**config.mk**
```make
export PLATFORM = sky130hd
export DESIGN_NAME = cartridge_bank_mapper_irq
export DESIGN_NICKNAME = d
export VERILOG_FILES = /design/src/cbm_pkg.sv /design/src/cartridge_bank_mapper_irq.sv /design/src/cbm_regs.sv /design/src/cbm_irq.sv /design/src/cbm_map.sv
export VERILOG_INCLUDE_DIRS = /design/src /design/src/src
export SDC_FILE = /design/constraint.sdc
export NUM_CORES = 1
export LEC_CHECK = 0
export BUFFER_PORTS_ARGS = -buffer_cell sky130_fd_sc_hd__buf_4
export CELL_PAD_IN_SITES_DETAIL_PLACEMENT = 1
export CELL_PAD_IN_SITES_GLOBAL_PLACEMENT = 1
export CORE_ASPECT_RATIO = 1.1
export CORE_UTILIZATION = 55
export CTS_BUF_LIST = sky130_fd_sc_hd__clkbuf_8
export DETAILED_ROUTE_END_ITERATION = 6
export PLACE_DENSITY_LB_ADDON = 0.05
export SLEW_MARGIN = 10
export SYNTH_ARGS = -nofsm -noshare
export SYNTH_HDL_FRONTEND = slang
export SYNTH_SLANG_ARGS = --single-unit
export TNS_END_PERCENT = 20
```
**constraint.sdc**
```tcl
create_clock -name clk_i -period 6.77 [get_ports clk_i]
set_clock_uncertainty 0.15 [all_clocks]
set_input_delay 0.677 -clock clk_i [delete_from_list [all_inputs] [get_ports clk_i]]
set_output_delay 0.677 -clock clk_i [all_outputs]
set_load 0.01 [all_outputs]
```
**src/cartridge_bank_mapper_irq_assert.svh**
```systemverilog
// Assertion macros for the bank mapper.
`ifndef CARTRIDGE_BANK_MAPPER_IRQ_ASSERT_SVH
`define CARTRIDGE_BANK_MAPPER_IRQ_ASSERT_SVH

`ifndef SYNTHESIS
`define CBMI_ASSERT(lbl, prop, msg) \
  lbl: assert property (@(posedge clk_i) disable iff (!rst_ni) (prop)) else $error(msg);
`define CBMI_ASSERT_NEXT(lbl, pre, post, msg) \
  lbl: assert property (@(posedge clk_i) disable iff (!rst_ni) (pre) |=> (post)) \
    else $error(msg);
`else
`define CBMI_ASSERT(lbl, prop, msg)
`define CBMI_ASSERT_NEXT(lbl, pre, post, msg)
`endif

`endif

```
**src/cbm_pkg.sv**
```systemverilog
package cbm_pkg;

  localparam int unsigned AddrW   = 16;
  localparam int unsigned DataW   = 8;
  localparam int unsigned MappedW = 21;
  localparam int unsigned NprgW   = 9;
  localparam int unsigned NumBanks = 8;

  localparam logic [NprgW-1:0] NprgReset = 9'd2;

  typedef enum logic [1:0] {
    OP_REG_WRITE = 2'd0,
    OP_PRG_FETCH = 2'd1,
    OP_CHR_FETCH = 2'd2,
    OP_NT_ACCESS = 2'd3
  } opcode_e;

  typedef enum logic [1:0] {
    GRP_BANK      = 2'd0,
    GRP_MIRROR    = 2'd1,
    GRP_IRQ_LATCH = 2'd2,
    GRP_IRQ_EN    = 2'd3
  } reg_group_e;

  typedef struct packed {
    logic [NumBanks-1:0][DataW-1:0] banks;
    logic [DataW-1:0]               sel;
    logic                           hmirror;
    logic [NprgW-1:0]               nprg;
  } bank_state_t;

  typedef struct packed {
    logic             set_reload_val;
    logic [DataW-1:0] reload_val;
    logic             req_reload;
    logic             set_enable;
    logic             enable;
  } irq_ctl_t;

  typedef struct packed {
    logic enabled;
    logic count_zero;
  } irq_stat_t;

endpackage

```
**src/cartridge_bank_mapper_irq.sv**
```systemverilog
// Channel  Handshake               Payload
// in       in_valid_i / in_stall_o  opcode_i, address_i, write_data_i
// out      out_valid_o / out_stall_i mapped_address_o, irq_pulse_o
// cfg      cfg_we_i                 cfg_wdata_i (num_prg_banks)
//
// One transaction per cycle sustained while out_stall_i is low; a transaction
// passes from the input register to the result register, with the mapping state
// updated as the transaction moves into the result register.
// Reset clears the bank, mirroring and counter state; num_prg_banks resets to 2.
// A stalled result holds the input register, which then stalls the input.
module cartridge_bank_mapper_irq (
  input  logic                          clk_i,
  input  logic                          rst_ni,
  input  logic                          cfg_we_i,
  input  logic [cbm_pkg::NprgW-1:0]     cfg_wdata_i,
  input  logic                          in_valid_i,
  output logic                          in_stall_o,
  input  logic [1:0]                    opcode_i,
  input  logic [cbm_pkg::AddrW-1:0]     address_i,
  input  logic [cbm_pkg::DataW-1:0]     write_data_i,
  output logic                          out_valid_o,
  input  logic                          out_stall_i,
  output logic [cbm_pkg::MappedW-1:0]   mapped_address_o,
  output logic                          irq_pulse_o
);
  import cbm_pkg::*;

  logic                 in_valid_q;
  opcode_e              op_q;
  logic [AddrW-1:0]     addr_q;
  logic [DataW-1:0]     data_q;
  logic                 out_valid_q;
  logic [MappedW-1:0]   mapped_q, mapped_d;
  logic                 irq_q, irq_d;
  logic                 out_free;
  logic                 advance;
  logic                 in_load;
  bank_state_t          bank_state;
  irq_ctl_t             irq_ctl;
  irq_stat_t            irq_stat;

  assign out_free   = !out_valid_q || !out_stall_i;
  assign advance    = in_valid_q && out_free;
  assign in_stall_o = in_valid_q && !out_free;
  assign in_load    = in_valid_i && !in_stall_o;

  cbm_regs u_regs (
    .clk_i       (clk_i),
    .rst_ni      (rst_ni),
    .cfg_we_i    (cfg_we_i),
    .cfg_wdata_i (cfg_wdata_i),
    .wr_en_i     (advance && (op_q == OP_REG_WRITE)),
    .addr_i      (addr_q),
    .data_i      (data_q),
    .state_o     (bank_state),
    .irq_ctl_o   (irq_ctl)
  );

  cbm_irq u_irq (
    .clk_i    (clk_i),
    .rst_ni   (rst_ni),
    .ctl_i    (irq_ctl),
    .clk_en_i (advance && (op_q == OP_CHR_FETCH)),
    .a12_i    (addr_q[12]),
    .fire_o   (irq_d),
    .stat_o   (irq_stat)
  );

  cbm_map u_map (
    .op_i     (op_q),
    .addr_i   (addr_q),
    .state_i  (bank_state),
    .mapped_o (mapped_d)
  );

  always_ff @(posedge clk_i or negedge rst_ni) begin
    if (!rst_ni) begin
      in_valid_q  <= 1'b0;
      out_valid_q <= 1'b0;
    end else begin
      if (in_load) begin
        in_valid_q <= 1'b1;
      end else if (advance) begin
        in_valid_q <= 1'b0;
      end
      if (advance) begin
        out_valid_q <= 1'b1;
      end else if (!out_stall_i) begin
        out_valid_q <= 1'b0;
      end
    end
  end

  always_ff @(posedge clk_i) begin
    if (in_load) begin
      op_q   <= opcode_e'(opcode_i);
      addr_q <= address_i;
      data_q <= write_data_i;
    end
    if (advance) begin
      mapped_q <= mapped_d;
      irq_q    <= irq_d;
    end
  end

  assign out_valid_o      = out_valid_q;
  assign mapped_address_o = mapped_q;
  assign irq_pulse_o      = irq_q;

  `include "cartridge_bank_mapper_irq_assert.svh"

  `CBMI_ASSERT(a_stall_needs_item, !in_stall_o || in_valid_q, "stall without held item")
  `CBMI_ASSERT_NEXT(a_reg_write_zero, advance && (op_q == OP_REG_WRITE), mapped_q == '0, "reg write result not zero")
  `CBMI_ASSERT(a_irq_state, !(out_valid_q && irq_q) || (irq_stat.enabled && irq_stat.count_zero), "irq without enabled zero count")

endmodule

```
**src/cbm_regs.sv**
```systemverilog
module cbm_regs (
  input  logic                          clk_i,
  input  logic                          rst_ni,
  input  logic                          cfg_we_i,
  input  logic [cbm_pkg::NprgW-1:0]     cfg_wdata_i,
  input  logic                          wr_en_i,
  input  logic [cbm_pkg::AddrW-1:0]     addr_i,
  input  logic [cbm_pkg::DataW-1:0]     data_i,
  output cbm_pkg::bank_state_t          state_o,
  output cbm_pkg::irq_ctl_t             irq_ctl_o
);
  import cbm_pkg::*;

  logic [NumBanks-1:0][DataW-1:0] banks_q, banks_d;
  logic [DataW-1:0]               sel_q, sel_d;
  logic                           hmirror_q, hmirror_d;
  logic [NprgW-1:0]               nprg_q;
  reg_group_e                     grp;
  logic                           odd;

  assign grp = reg_group_e'(addr_i[14:13]);
  assign odd = addr_i[0];

  always_comb begin
    banks_d   = banks_q;
    sel_d     = sel_q;
    hmirror_d = hmirror_q;
    irq_ctl_o = '0;
    irq_ctl_o.reload_val = data_i;
    irq_ctl_o.enable     = odd;
    if (wr_en_i) begin
      unique case (grp)
        GRP_BANK: begin
          if (odd) banks_d[sel_q[2:0]] = data_i;
          else     sel_d = data_i;
        end
        GRP_MIRROR: begin
          if (!odd) hmirror_d = data_i[0];
        end
        GRP_IRQ_LATCH: begin
          if (odd) irq_ctl_o.req_reload = 1'b1;
          else     irq_ctl_o.set_reload_val = 1'b1;
        end
        GRP_IRQ_EN: begin
          irq_ctl_o.set_enable = 1'b1;
        end
        default: begin
        end
      endcase
    end
  end

  always_ff @(posedge clk_i or negedge rst_ni) begin
    if (!rst_ni) begin
      banks_q   <= '0;
      sel_q     <= '0;
      hmirror_q <= 1'b0;
      nprg_q    <= NprgReset;
    end else begin
      banks_q   <= banks_d;
      sel_q     <= sel_d;
      hmirror_q <= hmirror_d;
      if (cfg_we_i) nprg_q <= cfg_wdata_i;
    end
  end

  assign state_o.banks   = banks_q;
  assign state_o.sel     = sel_q;
  assign state_o.hmirror = hmirror_q;
  assign state_o.nprg    = nprg_q;

endmodule

```
**src/cbm_irq.sv**
```systemverilog
module cbm_irq (
  input  logic               clk_i,
  input  logic               rst_ni,
  input  cbm_pkg::irq_ctl_t  ctl_i,
  input  logic               clk_en_i,
  input  logic               a12_i,
  output logic               fire_o,
  output cbm_pkg::irq_stat_t stat_o
);
  import cbm_pkg::*;

  logic [DataW-1:0] count_q, count_d;
  logic [DataW-1:0] reload_q;
  logic             pending_q, pending_d;
  logic             last_a12_q;
  logic             enabled_q;
  logic             rise;

  assign rise = clk_en_i && a12_i && !last_a12_q;

  always_comb begin
    count_d   = count_q;
    pending_d = pending_q || ctl_i.req_reload;
    if (rise) begin
      if ((count_q == '0) || pending_q) begin
        count_d   = reload_q;
        pending_d = 1'b0;
      end else begin
        count_d = count_q - DataW'(1);
      end
    end
  end

  assign fire_o = rise && (count_d == '0) && enabled_q;

  always_ff @(posedge clk_i or negedge rst_ni) begin
    if (!rst_ni) begin
      count_q    <= '0;
      reload_q   <= '0;
      pending_q  <= 1'b0;
      last_a12_q <= 1'b0;
      enabled_q  <= 1'b0;
    end else begin
      count_q   <= count_d;
      pending_q <= pending_d;
      if (ctl_i.set_reload_val) reload_q <= ctl_i.reload_val;
      if (ctl_i.set_enable) enabled_q <= ctl_i.enable;
      if (clk_en_i) last_a12_q <= a12_i;
    end
  end

  assign stat_o.enabled    = enabled_q;
  assign stat_o.count_zero = (count_q == '0);

endmodule

```
**src/cbm_map.sv**
```systemverilog
module cbm_map (
  input  cbm_pkg::opcode_e              op_i,
  input  logic [cbm_pkg::AddrW-1:0]     addr_i,
  input  cbm_pkg::bank_state_t          state_i,
  output logic [cbm_pkg::MappedW-1:0]   mapped_o
);
  import cbm_pkg::*;

  logic [DataW-1:0] second_last;
  logic [DataW-1:0] last;
  logic [DataW-1:0] prg_bank;
  logic [DataW-1:0] chr_bank;
  logic [2:0]       chr_slot;
  logic [AddrW-1:0] nt_addr;
  logic             prg_mode;

  assign second_last = state_i.nprg[DataW-1:0] - 8'd2;
  assign last        = state_i.nprg[DataW-1:0] - 8'd1;
  assign prg_mode    = state_i.sel[6];
  assign chr_slot    = addr_i[12:10] ^ {state_i.sel[7], 2'b00};

  always_comb begin
    case (addr_i[14:13])
      2'd0:    prg_bank = prg_mode ? second_last : state_i.banks[6];
      2'd1:    prg_bank = state_i.banks[7];
      2'd2:    prg_bank = prg_mode ? state_i.banks[6] : second_last;
      default: prg_bank = last;
    endcase
  end

  always_comb begin
    case (chr_slot)
      3'd0:    chr_bank = state_i.banks[0] & 8'hFE;
      3'd1:    chr_bank = state_i.banks[0] | 8'h01;
      3'd2:    chr_bank = state_i.banks[1] & 8'hFE;
      3'd3:    chr_bank = state_i.banks[1] | 8'h01;
      default: chr_bank = state_i.banks[chr_slot - 3'd2];
    endcase
  end

  always_comb begin
    nt_addr     = addr_i;
    nt_addr[11] = 1'b0;
    if (state_i.hmirror) nt_addr[10] = addr_i[11];
  end

  always_comb begin
    unique case (op_i)
      OP_REG_WRITE: mapped_o = '0;
      OP_PRG_FETCH: mapped_o = {prg_bank, addr_i[12:0]};
      OP_CHR_FETCH: mapped_o = {3'b000, chr_bank, addr_i[9:0]};
      OP_NT_ACCESS: mapped_o = {5'b00000, nt_addr};
      default:      mapped_o = '0;
    endcase
  end

endmodule

```
Word-level counts from Yosys, hierarchy flattened
Cells that the tools add are included.
W data, S select, Z words.

storage, ports and cells
  input bits = 40
  word-level logic and storage cells = 95
  bits in registers = 150

operators by class
  $add $sub $neg = 4
  bitwise gates (word level) = 2
  reductions and logical operators = 27
  multiplexer cells = 26
  order comparisons = 3
  equal/unequal tests = 10

operator list
  operator               count
  $pmux W21 S4           1
  $bwmux W64             1
  $mux W8                6
  $pmux W8 S4            1
  $bmux W8 S3            1
  $demux W8 S3           1
  $pmux W8 S3            1
  $logic_not A8 Y1       2
  $sub A8 B1 Y8 const B  2
  $mux W1                13
  $logic_and A1 B1 Y1    10
  $reduce_and A3 Y1      3
  $eq A2 B2 Y1 const B   4
  $lt A3 B4 Y1 const B   2
  $sub A8 B2 Y8 const B  1
  $eq A3 B2 Y1 const B   2
  $logic_not A1 Y1       5
  $eq A2 B1 Y1 const B   2
  $logic_not A2 Y1       2
  $eq A3 B1 Y1 const B   1
  $ge A3 B1 Y1 const B   1
  $logic_not A3 Y1       1
  $logic_or A1 B1 Y1     3
  $sub A3 B2 Y3 const B  1
  other kinds (5)        5

Depth between registers and ports, before layout
  depth after elaboration = 10
  mapped depth = 9
  mapped depth without buffers = 8

By module
Synthesis repeated with hierarchy kept, for this count alone.

second synthesis, totals
  cell total of the unflattened synthesis = 541
  area, all modules = 7,367.1 µm²

modules (own cells, without submodules)
  module                     seq. area each (µm²)  area each (µm²)  instances  cells each
  cbm_regs                   2,053.2               3,283.1          1          202
  cartridge_bank_mapper_irq  1,491.4               1,557.7          1          59
  cbm_map                    0.0                   1,415.1          1          172
  cbm_irq                    475.5                 1,111.1          1          108

Least setup slack after synthesis
OpenSTA, ideal clock, no wires.

  path kind = input to register
  from = in out_stall_i
  to = reg irq_q, in the netlist irq_pulse_o, data pin
  arrival time = 2.311 ns
  setup slack = 4.140 ns
  stages = 7
  cell sequence = a21bo_2 > or4b_4 > buf_6 > a21oi_4 > o21ai_2 > or4b_1 > nor4_2

on the way
  word-level cells in the longest chain between the ends = 10

RTL lines
  what                              line                              source
  start, declared                   cartridge_bank_mapper_irq.sv:22   input logic out_stall_i,
  $logic_not A1 Y1                  -
  $logic_or A1 B1 Y1                cartridge_bank_mapper_irq.sv:42   assign out_free = !out_valid_q || !out_stall_i;
  $logic_and A1 B1 Y1               cartridge_bank_mapper_irq.sv:43   assign advance = in_valid_q && out_free;
  $logic_and A1 B1 Y1               cartridge_bank_mapper_irq.sv:63   .clk_en_i (advance && (op_q == OP_CHR_FETCH)),
  $logic_and A1 B1 Y1 (2 in a row)  cbm_irq.sv:19                     assign rise = clk_en_i && a12_i && !last_a12_q;
  $mux W8                           cbm_irq.sv:24                     if (rise) begin
  named net u_irq.count_d[0]        cbm_irq.sv:12                     logic [DataW-1:0] count_q, count_d;
  $logic_not A8 Y1                  cbm_irq.sv:34                     assign fire_o = rise && (count_d == '0) && enabled_q;
  $logic_and A1 B1 Y1 (2 in a row)  cbm_irq.sv:34
  named net irq_d                   cartridge_bank_mapper_irq.sv:34   logic irq_q, irq_d;
  end signal, assigned              cartridge_bank_mapper_irq.sv:102  irq_q <= irq_d;
  end, declared                     cartridge_bank_mapper_irq.sv:34

The timed path passes the listed nets, and every way through them passes these cells.
A chain may end at the register's enable or synchronous reset.

Worst setup path in the final report
  from = reg addr_q[11]
  to = reg mapped_q[14], in the netlist mapped_address_o[14], data pin

on the way
  word-level cells in the longest chain between the ends = 6
  elaborated cells on any way between the ends = 10

RTL lines
  what                           line                              source
  start, declared                cartridge_bank_mapper_irq.sv:30   logic [AddrW-1:0] addr_q;
  start signal, assigned         cartridge_bank_mapper_irq.sv:97   addr_q <= address_i;
  $xor A3 B3 Y3 (*)              cbm_map.sv:20                     assign chr_slot = addr_i[12:10] ^ {state_i.sel[7], 2'b00};
  $sub A3 B2 Y3                  cbm_map.sv:37                     default: chr_bank = state_i.banks[chr_slot - 3'd2];
  $bmux W8 S3                    cbm_map.sv:37
  $mux W8 (implied by the code)  cbm_map.sv:37
  $pmux W8 S4 (*)                cbm_map.sv:32                     case (chr_slot)
  $pmux W21 S4 (*)               cbm_map.sv:48                     unique case (op_i)
  end signal, assigned           cartridge_bank_mapper_irq.sv:101  mapped_q <= mapped_d;
  end, declared                  cartridge_bank_mapper_irq.sv:33   logic [MappedW-1:0] mapped_q, mapped_d;

Mark *: on every way between the ends. The rest lies on a longest branch, timed or not. The select of a mux whose other input is x is not followed.

==> flow_summary.ini <==
[critical_path]
endpoint_kind = flop
rrSetupSlack_ps = 3710
crit_fanout = 21
start_kind = flop
critPathKind = reg2reg
r2r_start = addr_q[11]
r2r_end = mapped_address_o[14]
cp.required_ps = 6810
max_stage_delay_ps = 1080
crit_arrival_ps = 3100
crit_buf_inv = 0
critical_path.top_delay_family = flip-flops
path_cells = ha_1 > mux2_2 > a222oi_1 > o21ai_0
r2r_cells = 4
cpMaxStageDelayCell = edfxtp_1

[timing]
maxSlewViolCount = 0
fin_ws_ps = 3710
tightest_slew_ps = 1160
fmax_mhz = 327
finalCriticalPeriod_ps = 3060
period_share_pct = 45.2
hold_viol = 0
holdWs_ps = 232
finalSetupViolations = 0
rsz0062_at_grt = false
relSlewSlack_pct = 22.8
fin_tns_setup_ps = 0

[detailed_routing]
wirelength_mm = 16.9
drc = 0
ant_nets = 0
drtIter0Drc = 273
vias = 4478
viasPerCell = 6.12
wl_per_cell_um = 23.1
drtPass1Iterations = 5

[yosys]
synth-seq-cells = 147
ys_types = 53
syn_area_um2 = 6830
synth_area_leader_cell = dfrtp_1
synth.most_common_cell = dfrtp_1
ys_warn_count = 0
yosys.area.top_type_share_pct = 35.9
synth_nets = 553
async_flop_share_pct = 67.3
synth_enable_flop_cells = 48
ys_top_cells_by_area = dfrtp_1 (36%), edfxtp_1 (21%), mux2_2 (15%)
synth_commonest_cells = dfrtp_1 (98), mux2_2 (93), edfxtp_1 (48)
yosysSeqAreaShare_pct = 57.4
ys_dominant_reg_cell = dfrtp_1
synth_cells = 507
avgSynthCellArea_um2 = 13.5

[clock_tree]
cts_setup_buffers = 0
cts_buffers = 17
cts_tree = built
cts_buffer_depth = 2
clockRootBuffer = clkbuf_8
htree_num_levels = 4
cts.sinks = 147
clk_pin_slew_ps = 80
clock_latency_ps = 470

[global_routing]
grt_max_degree = 70
antenna_found_initial = 0
grt_pass1_vias = 4849
gr-usage-all-layers_pct = 28.4
gr-total-overflow = 0
grt_first_pass_wirelength_mm = 26.6

[power_and_ir_drop]
swShare_pct = 29.8
pwr-share-seq_pct = 50.4
pwr-share-comb_pct = 17.9
p_int_mw = 1.56
p_leak_nw = 3.41
clockPowerShare_pct = 31.7
power_density_nw_per_um2 = 284
power_mw = 2.22
vdd_drop_max_v = 0.000186
switching_power_mw = 0.661

[floorplan]
initial_core_util_pct = 56.5
die_y_um = 119
core_um2 = 12100
ios = 64
die-area_um2 = 12900
num_rows = 42
die_x_um = 108

[hold_path]
hold_start = address_i[2]
holdPathStages = 1
hold_end = addr_q[2]
min_path_type = in2reg

[placed_design]
dp.cells = 699
hpwl_mm = 11.4
place_ws_ps = 3660
gp_congestion = 0.805
dpl-instance-area_um2 = 7390
portBuffers = 62

[job]
cap_violations = 0

[cells_and_area]
diodes = 0
drive_gt1_share_pct = 37.5
layout.cells.non_filler = 732
design_area_um2 = 7800
fin_util_pct = 64.5
area_delta_synth_final_pct = 14.2
nNetsFinal = 611

[run_status]
status = finished, final reports clean
[repair_timing]
item,CTS,global route
endpoints found under the hold margin,27,0
gates resized for setup,0,0
hold buffers,1,0
[layer usage]
metal	part of all wire, %	vias up	global-route usage [%]	wire length [um]
met1	41	2363	35.6	6950
met4	2.1	0	11.3	359
met2	53	107	48.3	8930
met5	0	-	0	0
met3	4.0	25	5.53	683
li1	-	1983	-	-
[power groups by stage]
stage                     sequential (mW)  clock, mW  combinational (mW)
after CTS                            1.12      0.711               0.400
after detailed placement             1.13          0               0.393
after floorplan                      1.09          0               0.285
final                                1.12      0.702               0.397
after global routing                 1.13      0.740               0.436
after global placement               1.12          0               0.371
[final cells by class]
class / count / area [um2]
Clock inverter: 15 / 169
Sequential cell: 147 / 3920
Fill cell: 1221 / 4290
Timing Repair Buffer: 66 / 498
Clock buffer: 17 / 234
Multi-Input combinational cell: 321 / 2740
Tap cell: 154 / 193
Inverter: 12 / 45.0
[state kept, by name, indices dropped and copies added (netlist names), 5 cells and up]
| register | flops |
|---|---|
| u_regs.state_o | 64 |
| mapped_address_o | 21 |
| addr_q | 16 |
| data_q | 8 |
| u_irq.count_q | 8 |
| u_irq.reload_q | 8 |
| u_regs.nprg_q | 8 |
| u_regs.sel_q | 5 |
[how the worst max path moves through the flow]
stage,end,depth (start not counted),startpoint,slack [ps]
floorplan,irq_pulse_o,7,out_stall_i,4140
global placement,u_regs.state_o[45],6,out_stall_i,3760
detailed placement,u_regs.state_o[46],6,out_stall_i,3660
CTS,mapped_address_o[14],4,addr_q[11],3710
global route,mapped_address_o[16],4,addr_q[11],3630
finish,mapped_address_o[14],4,addr_q[11],3710
[cells in the final DEF (no fill, tap or decap), drive strengths merged, types with 2 or more instances in the layout]
| cell type | count |
|---|---|
| nand2 | 27 |
| buf | 65 |
| a21oi | 27 |
| xnor2 | 5 |
| a31oi | 2 |
| dfrtp | 98 |
| nand2b | 5 |
| mux4 | 16 |
| a211oi | 6 |
| or3 | 3 |
| nor3b | 4 |
| o21a | 3 |
| nand3b | 3 |
| clkinvlp | 3 |
| bufinv | 3 |
| edfxtp | 48 |
| nor2 | 34 |
| nor3 | 6 |
| inv | 16 |
| nor4 | 3 |
| nand3 | 5 |
| mux2 | 93 |
| xor2 | 8 |
| o21ai | 20 |
| or4b | 2 |
| clkinv | 5 |
| a21o | 2 |
| clkbuf | 17 |
| a221o | 2 |
| mux2i | 4 |
| ha | 6 |
| a2bb2oi | 2 |
| o22ai | 4 |
| nor2b | 13 |
| a222oi | 5 |
[logic make-up (layout without fill, tap and decap cells)]
group                      after synthesis  count (layout)  synth area share (%)
AOI/OAI and AO/OA                       79              79                  7.47
xor gates and xnor gates                13              13                  1.67
adders and majority gates                6               6                  1.10
buffers and inverters                   39             110                  2.51
DFF                                    147             147                  57.4
muxes                                  113             113                  21.2
and+or+nand+nor                        110             110                  8.70
No activity file was read; power rests on OpenSTA's default activity.
